File: src/dpnc_pkg.sv
// Shared types and constants for the depth pixel noise and confidence block.
// Beat payload structs, pixel class codes, register indexes, counter limit.
// No dependencies.
`default_nettype none

package dpnc_pkg;

	localparam int unsigned MAX_FRAME_PIXELS = 4194304;
	localparam int unsigned CNT_W            = 23;
	localparam int unsigned CNT_MAX          = (1 << CNT_W) - 1;
	localparam logic [CNT_W-1:0] CNT_LIMIT   =
		CNT_W'((MAX_FRAME_PIXELS < CNT_MAX) ? MAX_FRAME_PIXELS : CNT_MAX);

	localparam int unsigned CFG_IDX_W  = 3;
	localparam int unsigned CFG_DATA_W = 48;
	localparam logic [16:0] CONF_ONE   = 17'd65536;

	typedef enum logic [2:0] {
		CLS_VALID     = 3'd0,
		CLS_NONFINITE = 3'd1,
		CLS_ZERO      = 3'd2,
		CLS_BELOW_MIN = 3'd3,
		CLS_ABOVE_MAX = 3'd4
	} pixel_class_t;

	typedef enum logic [CFG_IDX_W-1:0] {
		REG_MIN_DEPTH    = 3'd0,
		REG_MAX_DEPTH    = 3'd1,
		REG_NOISE_OFFSET = 3'd2,
		REG_NOISE_GAIN   = 3'd3,
		REG_VAR_REF      = 3'd4
	} reg_index_t;

	typedef struct packed {
		logic signed [23:0] depth_sample;
		logic               not_finite;
		logic               first_pixel;
	} in_beat_t;

	typedef struct packed {
		logic [2:0]       pixel_class;
		logic [22:0]      clean_depth;
		logic [47:0]      noise_variance;
		logic [16:0]      confidence;
		logic [CNT_W-1:0] pixels_seen;
		logic [CNT_W-1:0] valid_count;
		logic [CNT_W-1:0] nonfinite_count;
		logic [CNT_W-1:0] zero_count;
		logic [CNT_W-1:0] below_min_count;
		logic [CNT_W-1:0] above_max_count;
	} out_beat_t;

	// divider handshake between sequencer and divider
	typedef struct packed {
		logic start;
	} div_ctrl_t;

	typedef struct packed {
		logic busy;
		logic done;
	} div_stat_t;

endpackage

`default_nettype wire

File: src/depth_pixel_noise_confidence.sv
// Depth pixel noise and confidence: top level with sequencer, counters and config.
// Instantiates dpnc_mul and dpnc_div; depends on dpnc_pkg.
// One pixel at a time: a valid pixel steps through S_SQ, S_GLO, S_GHI, S_SIG, S_VAR, S_DIV,
// S_WAIT and S_OUT, with four passes through the shared 24x24 multiplier and the 17-step
// one-bit-per-cycle divider for confidence; other classes go straight to S_OUT.
// in_ready is high only while idle. The result beat sits in an output register, so a held
// result stalls the next pixel only once that pixel finishes. Frame counters saturate
// at the smaller of MAX_FRAME_PIXELS and 2^23-1 and are reported with every result beat.
`default_nettype none

module depth_pixel_noise_confidence (
	input  wire logic                               clk,
	input  wire logic                               arst_n,
	input  wire logic                               in_valid,
	output logic                                    in_ready,
	input  wire dpnc_pkg::in_beat_t                 in_data,
	output logic                                    out_valid,
	input  wire logic                               out_ready,
	output dpnc_pkg::out_beat_t                     out_data,
	input  wire logic                               cfg_wen,
	input  wire logic [dpnc_pkg::CFG_IDX_W-1:0]     cfg_index,
	input  wire logic [dpnc_pkg::CFG_DATA_W-1:0]    cfg_data
);

	typedef enum logic [3:0] {
		S_IDLE, S_SQ, S_GLO, S_GHI, S_SIG, S_VAR, S_DIV, S_WAIT, S_OUT
	} state_t;

	localparam int unsigned CW = dpnc_pkg::CNT_W;

	state_t  state_q;

	// configuration
	logic [22:0] min_depth_q;
	logic [22:0] max_depth_q;
	logic [22:0] noise_offset_q;
	logic [15:0] noise_gain_q;
	logic [47:0] var_ref_q;

	// frame counters
	logic [CW-1:0] seen_q, valid_q, nonfinite_q, zero_q, below_q, above_q;

	// per-pixel datapath
	logic [2:0]  class_q;
	logic [22:0] depth_q;
	logic [45:0] sq_q;
	logic [39:0] lo_q;
	logic [23:0] sigma_q;
	logic [47:0] var_q;
	logic [16:0] conf_q;
	logic        out_valid_q;
	dpnc_pkg::out_beat_t out_q;

	logic [23:0] mul_a, mul_b;
	logic [47:0] mul_p;
	dpnc_pkg::div_ctrl_t div_ctrl;
	dpnc_pkg::div_stat_t div_stat;
	logic [16:0] div_quot;

	logic        accept;
	logic        slot_free;
	logic [2:0]  cls;
	logic signed [24:0] d_ext;
	logic [61:0] gain_prod;
	logic [62:0] gain_rnd;
	logic [31:0] sigma_sum;
	logic [23:0] sigma_sat;

	function automatic logic [CW-1:0] bump(input logic [CW-1:0] c, input logic clr,
		input logic hit);
		logic [CW-1:0] base;
		base = clr ? '0 : c;
		if (hit && (base < dpnc_pkg::CNT_LIMIT)) begin
			return base + CW'(1);
		end
		return base;
	endfunction

	assign accept    = in_valid && in_ready;
	assign in_ready  = (state_q == S_IDLE);
	assign slot_free = !out_valid_q || out_ready;

	// priority classification
	always_comb begin
		d_ext = {in_data.depth_sample[23], in_data.depth_sample};
		if (in_data.not_finite) begin
			cls = dpnc_pkg::CLS_NONFINITE;
		end else if (d_ext == 25'sd0) begin
			cls = dpnc_pkg::CLS_ZERO;
		end else if (d_ext < $signed({2'b00, min_depth_q})) begin
			cls = dpnc_pkg::CLS_BELOW_MIN;
		end else if (d_ext > $signed({2'b00, max_depth_q})) begin
			cls = dpnc_pkg::CLS_ABOVE_MAX;
		end else begin
			cls = dpnc_pkg::CLS_VALID;
		end
	end

	// shared multiplier operand select
	always_comb begin
		case (state_q)
			S_SQ: begin
				mul_a = {1'b0, depth_q};
				mul_b = {1'b0, depth_q};
			end
			S_GLO: begin
				mul_a = mul_p[23:0];
				mul_b = {8'b0, noise_gain_q};
			end
			S_GHI: begin
				mul_a = {2'b0, sq_q[45:24]};
				mul_b = {8'b0, noise_gain_q};
			end
			S_VAR: begin
				mul_a = sigma_q;
				mul_b = sigma_q;
			end
			default: begin
				mul_a = '0;
				mul_b = '0;
			end
		endcase
	end

	// sigma = offset + round(sq*gain / 2^32), saturated; high partial product in mul_p
	always_comb begin
		gain_prod = {mul_p[37:0], 24'b0} + {22'b0, lo_q};
		gain_rnd  = {1'b0, gain_prod} + 63'h0000_0000_8000_0000;
		sigma_sum = {9'b0, noise_offset_q} + {1'b0, gain_rnd[62:32]};
		sigma_sat = (|sigma_sum[31:24]) ? 24'hFF_FFFF : sigma_sum[23:0];
	end

	assign div_ctrl.start = (state_q == S_DIV);

	dpnc_mul u_mul (
		.clk (clk),
		.a   (mul_a),
		.b   (mul_b),
		.p_q (mul_p)
	);

	dpnc_div u_div (
		.clk     (clk),
		.arst_n  (arst_n),
		.ctrl    (div_ctrl),
		.ref_val (var_ref_q),
		.var_val (mul_p),
		.stat    (div_stat),
		.quot    (div_quot)
	);

	// sequencer and output valid
	always_ff @(posedge clk or negedge arst_n) begin
		if (!arst_n) begin
			state_q     <= S_IDLE;
			out_valid_q <= 1'b0;
		end else begin
			if ((state_q == S_OUT) && slot_free) begin
				out_valid_q <= 1'b1;
			end else if (out_ready) begin
				out_valid_q <= 1'b0;
			end
			case (state_q)
				S_IDLE: begin
					if (accept) begin
						state_q <= (cls == dpnc_pkg::CLS_VALID) ? S_SQ : S_OUT;
					end
				end
				S_SQ:  state_q <= S_GLO;
				S_GLO: state_q <= S_GHI;
				S_GHI: state_q <= S_SIG;
				S_SIG: state_q <= S_VAR;
				S_VAR: state_q <= S_DIV;
				S_DIV: state_q <= S_WAIT;
				S_WAIT: begin
					if (div_stat.done) begin
						state_q <= S_OUT;
					end
				end
				S_OUT: begin
					if (slot_free) begin
						state_q <= S_IDLE;
					end
				end
				default: begin
					state_q <= S_IDLE;
				end
			endcase
		end
	end

	// frame counters, updated on accept
	always_ff @(posedge clk or negedge arst_n) begin
		if (!arst_n) begin
			seen_q      <= '0;
			valid_q     <= '0;
			nonfinite_q <= '0;
			zero_q      <= '0;
			below_q     <= '0;
			above_q     <= '0;
		end else if (accept) begin
			seen_q      <= bump(seen_q, in_data.first_pixel, 1'b1);
			valid_q     <= bump(valid_q, in_data.first_pixel, cls == dpnc_pkg::CLS_VALID);
			nonfinite_q <= bump(nonfinite_q, in_data.first_pixel,
				cls == dpnc_pkg::CLS_NONFINITE);
			zero_q      <= bump(zero_q, in_data.first_pixel, cls == dpnc_pkg::CLS_ZERO);
			below_q     <= bump(below_q, in_data.first_pixel,
				cls == dpnc_pkg::CLS_BELOW_MIN);
			above_q     <= bump(above_q, in_data.first_pixel,
				cls == dpnc_pkg::CLS_ABOVE_MAX);
		end
	end

	// configuration registers
	always_ff @(posedge clk or negedge arst_n) begin
		if (!arst_n) begin
			min_depth_q    <= 23'd6554;
			max_depth_q    <= 23'd655360;
			noise_offset_q <= 23'd66;
			noise_gain_q   <= 16'd164;
			var_ref_q      <= 48'd42949673;
		end else if (cfg_wen) begin
			case (cfg_index)
				dpnc_pkg::REG_MIN_DEPTH:    min_depth_q    <= cfg_data[22:0];
				dpnc_pkg::REG_MAX_DEPTH:    max_depth_q    <= cfg_data[22:0];
				dpnc_pkg::REG_NOISE_OFFSET: noise_offset_q <= cfg_data[22:0];
				dpnc_pkg::REG_NOISE_GAIN:   noise_gain_q   <= cfg_data[15:0];
				dpnc_pkg::REG_VAR_REF:      var_ref_q      <= cfg_data[47:0];
				default: begin
				end
			endcase
		end
	end

	// datapath registers
	always_ff @(posedge clk) begin
		case (state_q)
			S_IDLE: begin
				if (accept) begin
					class_q <= cls;
					depth_q <= (cls == dpnc_pkg::CLS_VALID) ? in_data.depth_sample[22:0] : '0;
					var_q   <= '0;
					conf_q  <= '0;
				end
			end
			S_GLO: sq_q    <= mul_p[45:0];
			S_GHI: lo_q    <= mul_p[39:0];
			S_SIG: sigma_q <= sigma_sat;
			S_DIV: var_q   <= mul_p;
			S_WAIT: begin
				// a zero reference gives zero confidence
				if (div_stat.done) begin
					conf_q <= (var_ref_q == '0) ? '0 : div_quot;
				end
			end
			S_OUT: begin
				if (slot_free) begin
					out_q.pixel_class     <= class_q;
					out_q.clean_depth     <= depth_q;
					out_q.noise_variance  <= var_q;
					out_q.confidence      <= conf_q;
					out_q.pixels_seen     <= seen_q;
					out_q.valid_count     <= valid_q;
					out_q.nonfinite_count <= nonfinite_q;
					out_q.zero_count      <= zero_q;
					out_q.below_min_count <= below_q;
					out_q.above_max_count <= above_q;
				end
			end
			default: begin
			end
		endcase
	end

	assign out_valid = out_valid_q;
	assign out_data  = out_q;

endmodule

`default_nettype wire

File: src/dpnc_mul.sv
// Shared 24x24 unsigned multiplier with registered product.
// Used in turn for depth squared, both gain partial products and sigma squared.
// Depends on nothing.
`default_nettype none

module dpnc_mul (
	input  wire logic        clk,
	input  wire logic [23:0] a,
	input  wire logic [23:0] b,
	output logic      [47:0] p_q
);

	always_ff @(posedge clk) begin
		p_q <= a * b;
	end

endmodule

`default_nettype wire

File: src/dpnc_div.sv
// Restoring divider for the confidence ratio: ref*2^16 / (ref+var), rounded half up.
// One quotient bit per cycle, 17 bits, then a rounding step.
// Depends on dpnc_pkg.
`default_nettype none

module dpnc_div (
	input  wire logic             clk,
	input  wire logic             arst_n,
	input  wire dpnc_pkg::div_ctrl_t ctrl,
	input  wire logic      [47:0] ref_val,
	input  wire logic      [47:0] var_val,
	output dpnc_pkg::div_stat_t   stat,
	output logic           [16:0] quot
);

	localparam int unsigned STEPS = 17;

	typedef enum logic [1:0] {D_IDLE, D_STEP, D_ROUND} dstate_t;

	dstate_t     state_q;
	logic [48:0] den_q;
	logic [48:0] rem_q;
	logic [16:0] quo_q;
	logic [4:0]  cnt_q;
	logic        first_q;
	logic        done_q;

	logic [49:0] sh;
	logic        ge;
	logic [49:0] dbl;
	logic [49:0] diff;

	always_comb begin
		dbl  = {rem_q, 1'b0};
		// quotient bit 16 compares ref itself, later bits the doubled remainder
		sh   = first_q ? {1'b0, rem_q} : dbl;
		ge   = sh >= {1'b0, den_q};
		diff = sh - {1'b0, den_q};
	end

	always_ff @(posedge clk or negedge arst_n) begin
		if (!arst_n) begin
			state_q <= D_IDLE;
			cnt_q   <= '0;
			first_q <= 1'b0;
			done_q  <= 1'b0;
		end else begin
			done_q <= 1'b0;
			case (state_q)
				D_IDLE: begin
					if (ctrl.start) begin
						state_q <= D_STEP;
						cnt_q   <= '0;
						first_q <= 1'b1;
					end
				end
				D_STEP: begin
					first_q <= 1'b0;
					if (cnt_q == 5'(STEPS - 1)) begin
						state_q <= D_ROUND;
					end else begin
						cnt_q <= cnt_q + 5'd1;
					end
				end
				D_ROUND: begin
					state_q <= D_IDLE;
					done_q  <= 1'b1;
				end
				default: begin
					state_q <= D_IDLE;
				end
			endcase
		end
	end

	always_ff @(posedge clk) begin
		case (state_q)
			D_IDLE: begin
				if (ctrl.start) begin
					den_q <= {1'b0, ref_val} + {1'b0, var_val};
					rem_q <= {1'b0, ref_val};
					quo_q <= '0;
				end
			end
			D_STEP: begin
				rem_q <= ge ? diff[48:0] : sh[48:0];
				quo_q <= {quo_q[15:0], ge};
			end
			D_ROUND: begin
				if (dbl >= {1'b0, den_q}) begin
					quo_q <= quo_q + 17'd1;
				end
			end
			default: begin
			end
		endcase
	end

	assign stat.busy = (state_q != D_IDLE);
	assign stat.done = done_q;
	assign quot      = quo_q;

endmodule

`default_nettype wire

File: config.mk
export PLATFORM = sky130hd
export DESIGN_NAME = depth_pixel_noise_confidence
export DESIGN_NICKNAME = d
export VERILOG_FILES = /design/src/dpnc_pkg.sv /design/src/depth_pixel_noise_confidence.sv /design/src/dpnc_mul.sv /design/src/dpnc_div.sv
export SDC_FILE = /design/constraint.sdc
export NUM_CORES = 2
export LEC_CHECK = 0
export BUFFER_PORTS_ARGS = -buffer_cell sky130_fd_sc_hd__buf_4
export CORE_MARGIN = 1.5
export CORE_UTILIZATION = 60
export DETAILED_ROUTE_END_ITERATION = 12
export GPL_TIMING_DRIVEN = 0
export PLACE_DENSITY = 0.78
export RECOVER_POWER = 100
export SLEW_MARGIN = 0
export SYNTH_ARGS = -nofsm -noshare
export SYNTH_HDL_FRONTEND = slang
export SYNTH_SLANG_ARGS = --single-unit
File: constraint.sdc
create_clock -name clk -period 12 [get_ports clk]
set_clock_uncertainty 0.05 [all_clocks]
set_input_delay 0.6 -clock clk [delete_from_list [all_inputs] [get_ports clk]]
set_output_delay 0.6 -clock clk [all_outputs]
set_load 0.02 [all_outputs]
; After elaboration in Yosys (flattened, before gate mapping)
; Cells that the tools add are included.
[op_classes]
muxes = 65
eq_ne = 26
n_mul = 1
n_reduce_logical = 37
order_cmp = 10
n_addsub = 13
[op_table]
columns = cell, n
row1 = $mux W23, 18
row2 = $add A23 B1 Y23 const B, 6
row3 = $lt A23 B23 Y1 const B, 6
row4 = $ge A50 B49 Y1, 2
row5 = $mux W49, 2
row6 = $pmux W49 S2, 1
row7 = $pmux W24 S4, 1
row8 = $pmux W48 S2, 1
row9 = $mux W17, 5
row10 = $pmux W24 S3, 1
row11 = $add A62 B32 Y63 const B, 1
row12 = $add A62 B40 Y62, 1
row13 = $pmux W17 S3, 1
row14 = $mux W50, 1
row15 = $add A48 B48 Y49, 1
row16 = $sub A49 B49 Y49, 1
row17 = $logic_not A48 Y1, 1
row18 = $mul A24 B24 Y48, 1
row19 = $mux W48, 1
row20 = $pmux W4 S9, 1
row21 = $pmux W17 S2, 1
row22 = $add A23 B31 Y32, 1
row23 = $logic_not A25 Y1, 1
row24 = $gt A24 B24 Y1, 1
row25 = other kinds (35), 95
[word_totals]
out_inout_bits = 231
reg_bits = 878

; Logic depth before layout (Yosys ltp)
[depth]
ltp_word = 10
mapped_depth = 37

; Modules after synthesis
; From an unflattened synthesis, not the netlist that was laid out.
[hier_totals]
hier_cells = 6292
hier_area_um2 = 63769.9
[by_module_without_submodules]
columns = module, instances, cells_each, area_per_inst_um2, seq_area_each_um2
row1 = depth_pixel_noise_confidence, 1, 2485, 30182.7, 18411.4
row2 = dpnc_mul, 1, 2259, 20240.7, 960.9
row3 = dpnc_div, 1, 1548, 13346.6, 3678.5

; Least setup slack after synthesis
; No wires, ideal clock.
[synth_path]
path_kind = flip-flop to flip-flop
from = reg state_q[3]
to = reg u_mul.p_q[45]
arrival_time_ps = 8821
stages_incl_launch_ff = 36
setup_slack_ps = 3057
setup_ps = 72
required_ps = 11878
cell_sequence = dfrtp_1 clkbuf_1 nand2b_1 nor2_1 clkbuf_1 clkbuf_1 a22oi_1 o21ai_0 clkbuf_1 nand2_1 fa_1 inv_1 fa_1 inv_1 fa_1 inv_1 ha_1 fa_1 inv_1 fa_1 inv_1 fa_1 ha_1 a21o_1 a21o_1 a2111oi_0 nand2_1 a21oi_1 o311ai_0 a311o_1 a2111oi_0 o21ai_0 a21oi_1 o31ai_1 a21oi_1 xnor2_1
[synth_via]
elab_chain_cells = 4
[synth_rtl]
columns = element, line_no
row1 = "start, declared", depth_pixel_noise_confidence.sv:31  ; state_t state_q;
row2 = "start signal, assigned", depth_pixel_noise_confidence.sv:166  ; state_q <= (cls == dpnc_pkg::CLS_VALID) ? S_SQ : S_OUT;
row3 = $eq A4 B2 Y1, depth_pixel_noise_confidence.sv:101  ; case (state_q)
row4 = $reduce_or A2 Y1 (no line), n/a
row5 = $pmux W24 S3, depth_pixel_noise_confidence.sv:101
row6 = $mul A24 B24 Y48 *, dpnc_mul.sv:14  ; p_q <= a * b;
row7 = "end signal, assigned", dpnc_mul.sv:14
row8 = "end, declared", dpnc_mul.sv:10  ; output logic [47:0] p_q
; Mark *: on every way between the ends. The rest lies on a longest branch, timed or not.
; A chain may end at the register's enable or synchronous reset.

; Final worst setup path
[layout_path]
from = reg state_q[3]
to = reg u_mul.p_q[47]
; Same word-level chain as after synthesis.

==> metrics.md <==
| Metric | Value |
|---|---|
| Clock-pin slew on the worst setup and hold paths | around 0.06 ns |
| Initial Util | 0.604 |
| WHS Path Cells | 2 |
| Fmax | approximately 88 MHz |
| Fin nets | around 7500 |
| Syn nets | about 7100 |
| Initial antenna violation count | 18 |
| CP most frequent cell | fa_1 |
| Final wirelength | 191000 microns |
| Layout area overhead | 10.2% |
| Cts bufs inserted | 83 |
| Seq/Total Area, Yosys | 0.376 |
| Layout cells sized above 1 | 0.0705 |
| Final setup violation count | 0 |
| Max-cap viol count | 15 |
| Vias in the first global route | between 40000 and 50000 |
| Post-synth EDFFs | a little under 500 |
| H-tree depth | 3 |
| Power Density | ~200 nW/um^2 |
| TritonCTS clock tree | yes |
| # IOs | around 310 |
| Setup CP Type | reg2reg |
| Worst vdd ir | between 100 and 150 uV |
| Avg Inst Size Synth | between 10 and 15 sq um |
| Rows | approximately 120 |
| # clock sinks | just over 800 |
| Vias | roughly 48000 |
| Worst-case reg-to-reg path depth | 33 |
| Status | finished with violations |
| Critical path fanouts, max | 10 |
| Pins Over Slew Limit | approximately 620 |
| Worst path arrival time | 11.88 ns |
| LEAKAGE | between 20 and 30 nW |
| Critical path data required time | around 12 ns |
| DP Cell Count | ~8000 |
| DIE WIDTH | between 300 and 400 microns |
| Cells after Synth | roughly 6000 |
| Clk_lat worst skew | between 0.6 and 0.7 ns |
| Crit path launch | state_q[3] |
| Wirelength per Cell | around 24 microns |
| Drt drc | 0 |
| Placed Area | about 66000 sq um |
| Non-Filler Instances | 7929 |
| Yosys cell types | 104 |
| Routed vias/inst | ~6.1 |
| Total GRT Usage | 0.372 |
| Port Buffer Count | 310 |
| Chip Height | 323 microns |
| Initial DRT Pass Iterations | 6 |
| Worst R2R End | u_mul.p_q[47] |
| Setup TNS | 0 ns |
| CP max stage cell | a2111oi_1 |
| Worst min path class | in2reg |
| HPWL reported at the end of detailed placement | 151000 microns |
| Async set-reset flop share out of synthesis | 0.343 |
| Largest net degree at the start of global routing | roughly 100 |
| Die ar. | roughly 100000 sq um |
| RR Startpoint | state_q[3] |
| Seq cells post-synth | 830 |
| Post-CTS setup buffer count | 0 |
| Relative slew slack | -2.76 |
| Min cycle time layout | approximately 11 ns |
| RSZ-0062 raised after global routing | false |
| Fillers | 8164 |
| Warnings, synthesis | 0 |
| Failing checks | capacitance limit, slew limit |
| Final Hold Viols | 0 |
| Main synth FF type | edfxtp_1 |
| Fin area | between 60000 and 70000 sq um |
| R2R Setup Slk | approximately 0.57 ns |
| Critical Path Sink | u_mul.p_q[47] |
| Setup crit end kind | flop |
| Slew @ Worst Pin | between 5 and 6 ns |
| First-pass GRT wire length | about 290000 microns |
| Critical Path Start Type | flop |
| Core area | around 100000 sq um |
| Final ANT Viol Nets | 0 |
| Root buf cell | clkbuf_16 |
| Clock Path Buffers | 3 |
| Final period utilization | 0.952 |
| Total global routing overflow | 0 |
| GP Congestion | roughly 1.0 |
| Mapped cell area | slightly above 60000 sq um |
| CP peak stage delay | 0.66 ns |
| DR iter-0 viols | a little over 5000 |
## layout make-up
type / count / area [sq um] / area share
Multi-Input combinational cell: 4226 / 34400 / 0.509
Tap cell: 1368 / 1710 / 0.0253
Buffer: 244 / 990 / 0.0146
Timing Repair Buffer: 327 / 1560 / 0.0230
Clock inverter: 51 / 774 / 0.0115
Clock buffer: 103 / 2210 / 0.0327
Antenna cell: 9 / 22.5 / 0.000333
Inverter: 771 / 2890 / 0.0428
Sequential cell: 830 / 23100 / 0.341
## stage by stage
step | power, mW | hold slack [ns] | util | worst slack, ns
floorplan | 8.55 | 0.254 | - | 3.06
global placement | 10.7 | 0.352 | 0.644 | 0.115
detailed placement | 10.8 | 0.355 | 0.647 | 0.178
CTS | 13.6 | 0.103 | 0.677 | 0.126
global route | 14.2 | 0.121 | 0.665 | 0.0500
finish | 13.5 | 0.126 | 0.666 | 0.573
## cells in the final DEF (no fill, tap or decap), types with 37 or more instances in the layout
cell	n
inv_1	768
nand2_1	623
nor2_1	531
edfxtp_1	497
fa_1	485
clkbuf_1	478
ha_1	416
a21oi_1	344
dfrtp_1	258
o21ai_0	222
xnor2_1	150
mux2_2	139
xor2_1	130
nand3_1	126
a21o_1	120
nand4_1	84
clkbuf_16	84
buf_4	79
nor2b_1	75
and2_0	65
and3_1	60
and2_1	58
nor3_1	54
nand2b_1	49
dfxtp_1	48
o21a_1	37
## Yosys cell counts (14+ instances only)
master      n  area share
dfrtp_1   258        0.11
nor2_1    531       0.032
dfxtp_1    48       0.016
fa_1      485        0.16
and4_1     14      0.0020
mux2i_1    33      0.0054
a21o_1    120       0.015
clkbuf_1  223       0.014
nor4_1     32      0.0033
a21boi_0   18      0.0022
nand2_2    16      0.0016
xnor2_1   150       0.021
xor2_1    130       0.019
o21ai_0   217       0.018
ha_1      416       0.085
o31ai_1    16      0.0020
dfstp_2    27       0.012
nand3_1   127       0.010
a22oi_1    33      0.0040
edfxtp_1  497        0.24
nor3_1     54      0.0044
o21a_1     37      0.0045
a21oi_1   344       0.028
nand2_1   623       0.038
nand2b_1   49      0.0050
mux2_2    141       0.026
inv_1     768       0.047
o21bai_1   30      0.0037
nor2b_1    75      0.0076
and2_1    123       0.013
nand4_1    84      0.0086
nor3b_1    20      0.0024
a31oi_1    27      0.0028
and3_1     60      0.0061
a211oi_1   16      0.0020
## worst min path at each step
stage	slack, ns	endpoint	start
2_1_floorplan	0.25	above_q[0]	arst_n
3_3_place_gp	0.35	out_data[139]	conf_q[1]
3_5_place_dp	0.35	out_data[146]	conf_q[8]
4_1_cts	0.10	var_ref_q[41]	cfg_data[41]
5_1_grt	0.12	var_ref_q[34]	cfg_data[34]
6_report	0.13	var_ref_q[44]	cfg_data[44]
## repair_timing
action	4_1_cts	5_1_grt
hold buffers	1	0
resized for setup	0	25
endpoints found under the hold margin	43	0
setup endpoints to repair	0	10
## kinds of logic (layout without fill, tap and decap cells)
logic type,after synthesis,after routing,share of synthesized area
compound gates,1001,1001,0.103
other cells,0,9,0
fa+ha+maj,904,904,0.244
flops,830,830,0.376
simple gates,1864,1864,0.142
buf+inv,1017,1496,0.0634
mux,175,175,0.0315
xor+xnor,282,282,0.0405
## sequential cells by signal, indices dropped and copies added (netlist names), 16 cells and up
signal	flops
above_q	23
below_q	23
conf_q	17
depth_q	23
lo_q	16
max_depth_q	23
min_depth_q	23
noise_gain_q	16
noise_offset_q	23
nonfinite_q	23
out_data	229
seen_q	23
sigma_q	24
sq_q	22
u_div.den_q	49
u_div.quot	17
u_div.rem_q	49
u_mul.p_q	48
valid_q	23
var_q	48
var_ref_q	48
zero_q	23
## routing by layer
layer | part of all wire | track usage | vias to the layer above
met5 | 0.00074 | 0 | -
met4 | 0.070 | 0.228 | 22
met3 | 0.10 | 0.0867 | 699
met2 | 0.46 | 0.589 | 2674
met1 | 0.37 | 0.464 | 23600
li1 | - | - | 21300
## power breakdown
group	switching (mW)	total, mW	internal (mW)
Sequential	0.668	4.78	4.11
Combinational	3.97	5.90	1.93
Clock	1.16	2.87	1.71
## worst max-delay path: cells and delay by family, from the launching register on
family | cells | cell delay, ns
flip-flops | 1 | 0.33
multiplexers | 1 | 0.23
AO/OA/AOI/OAI | 10 | 3.97
adder cells (fa/ha/maj) | 8 | 3.56
AND/OR/NAND/NOR | 7 | 1.62
buffers and inverters | 7 | 1.49
No activity file was read; power rests on OpenSTA's default activity.
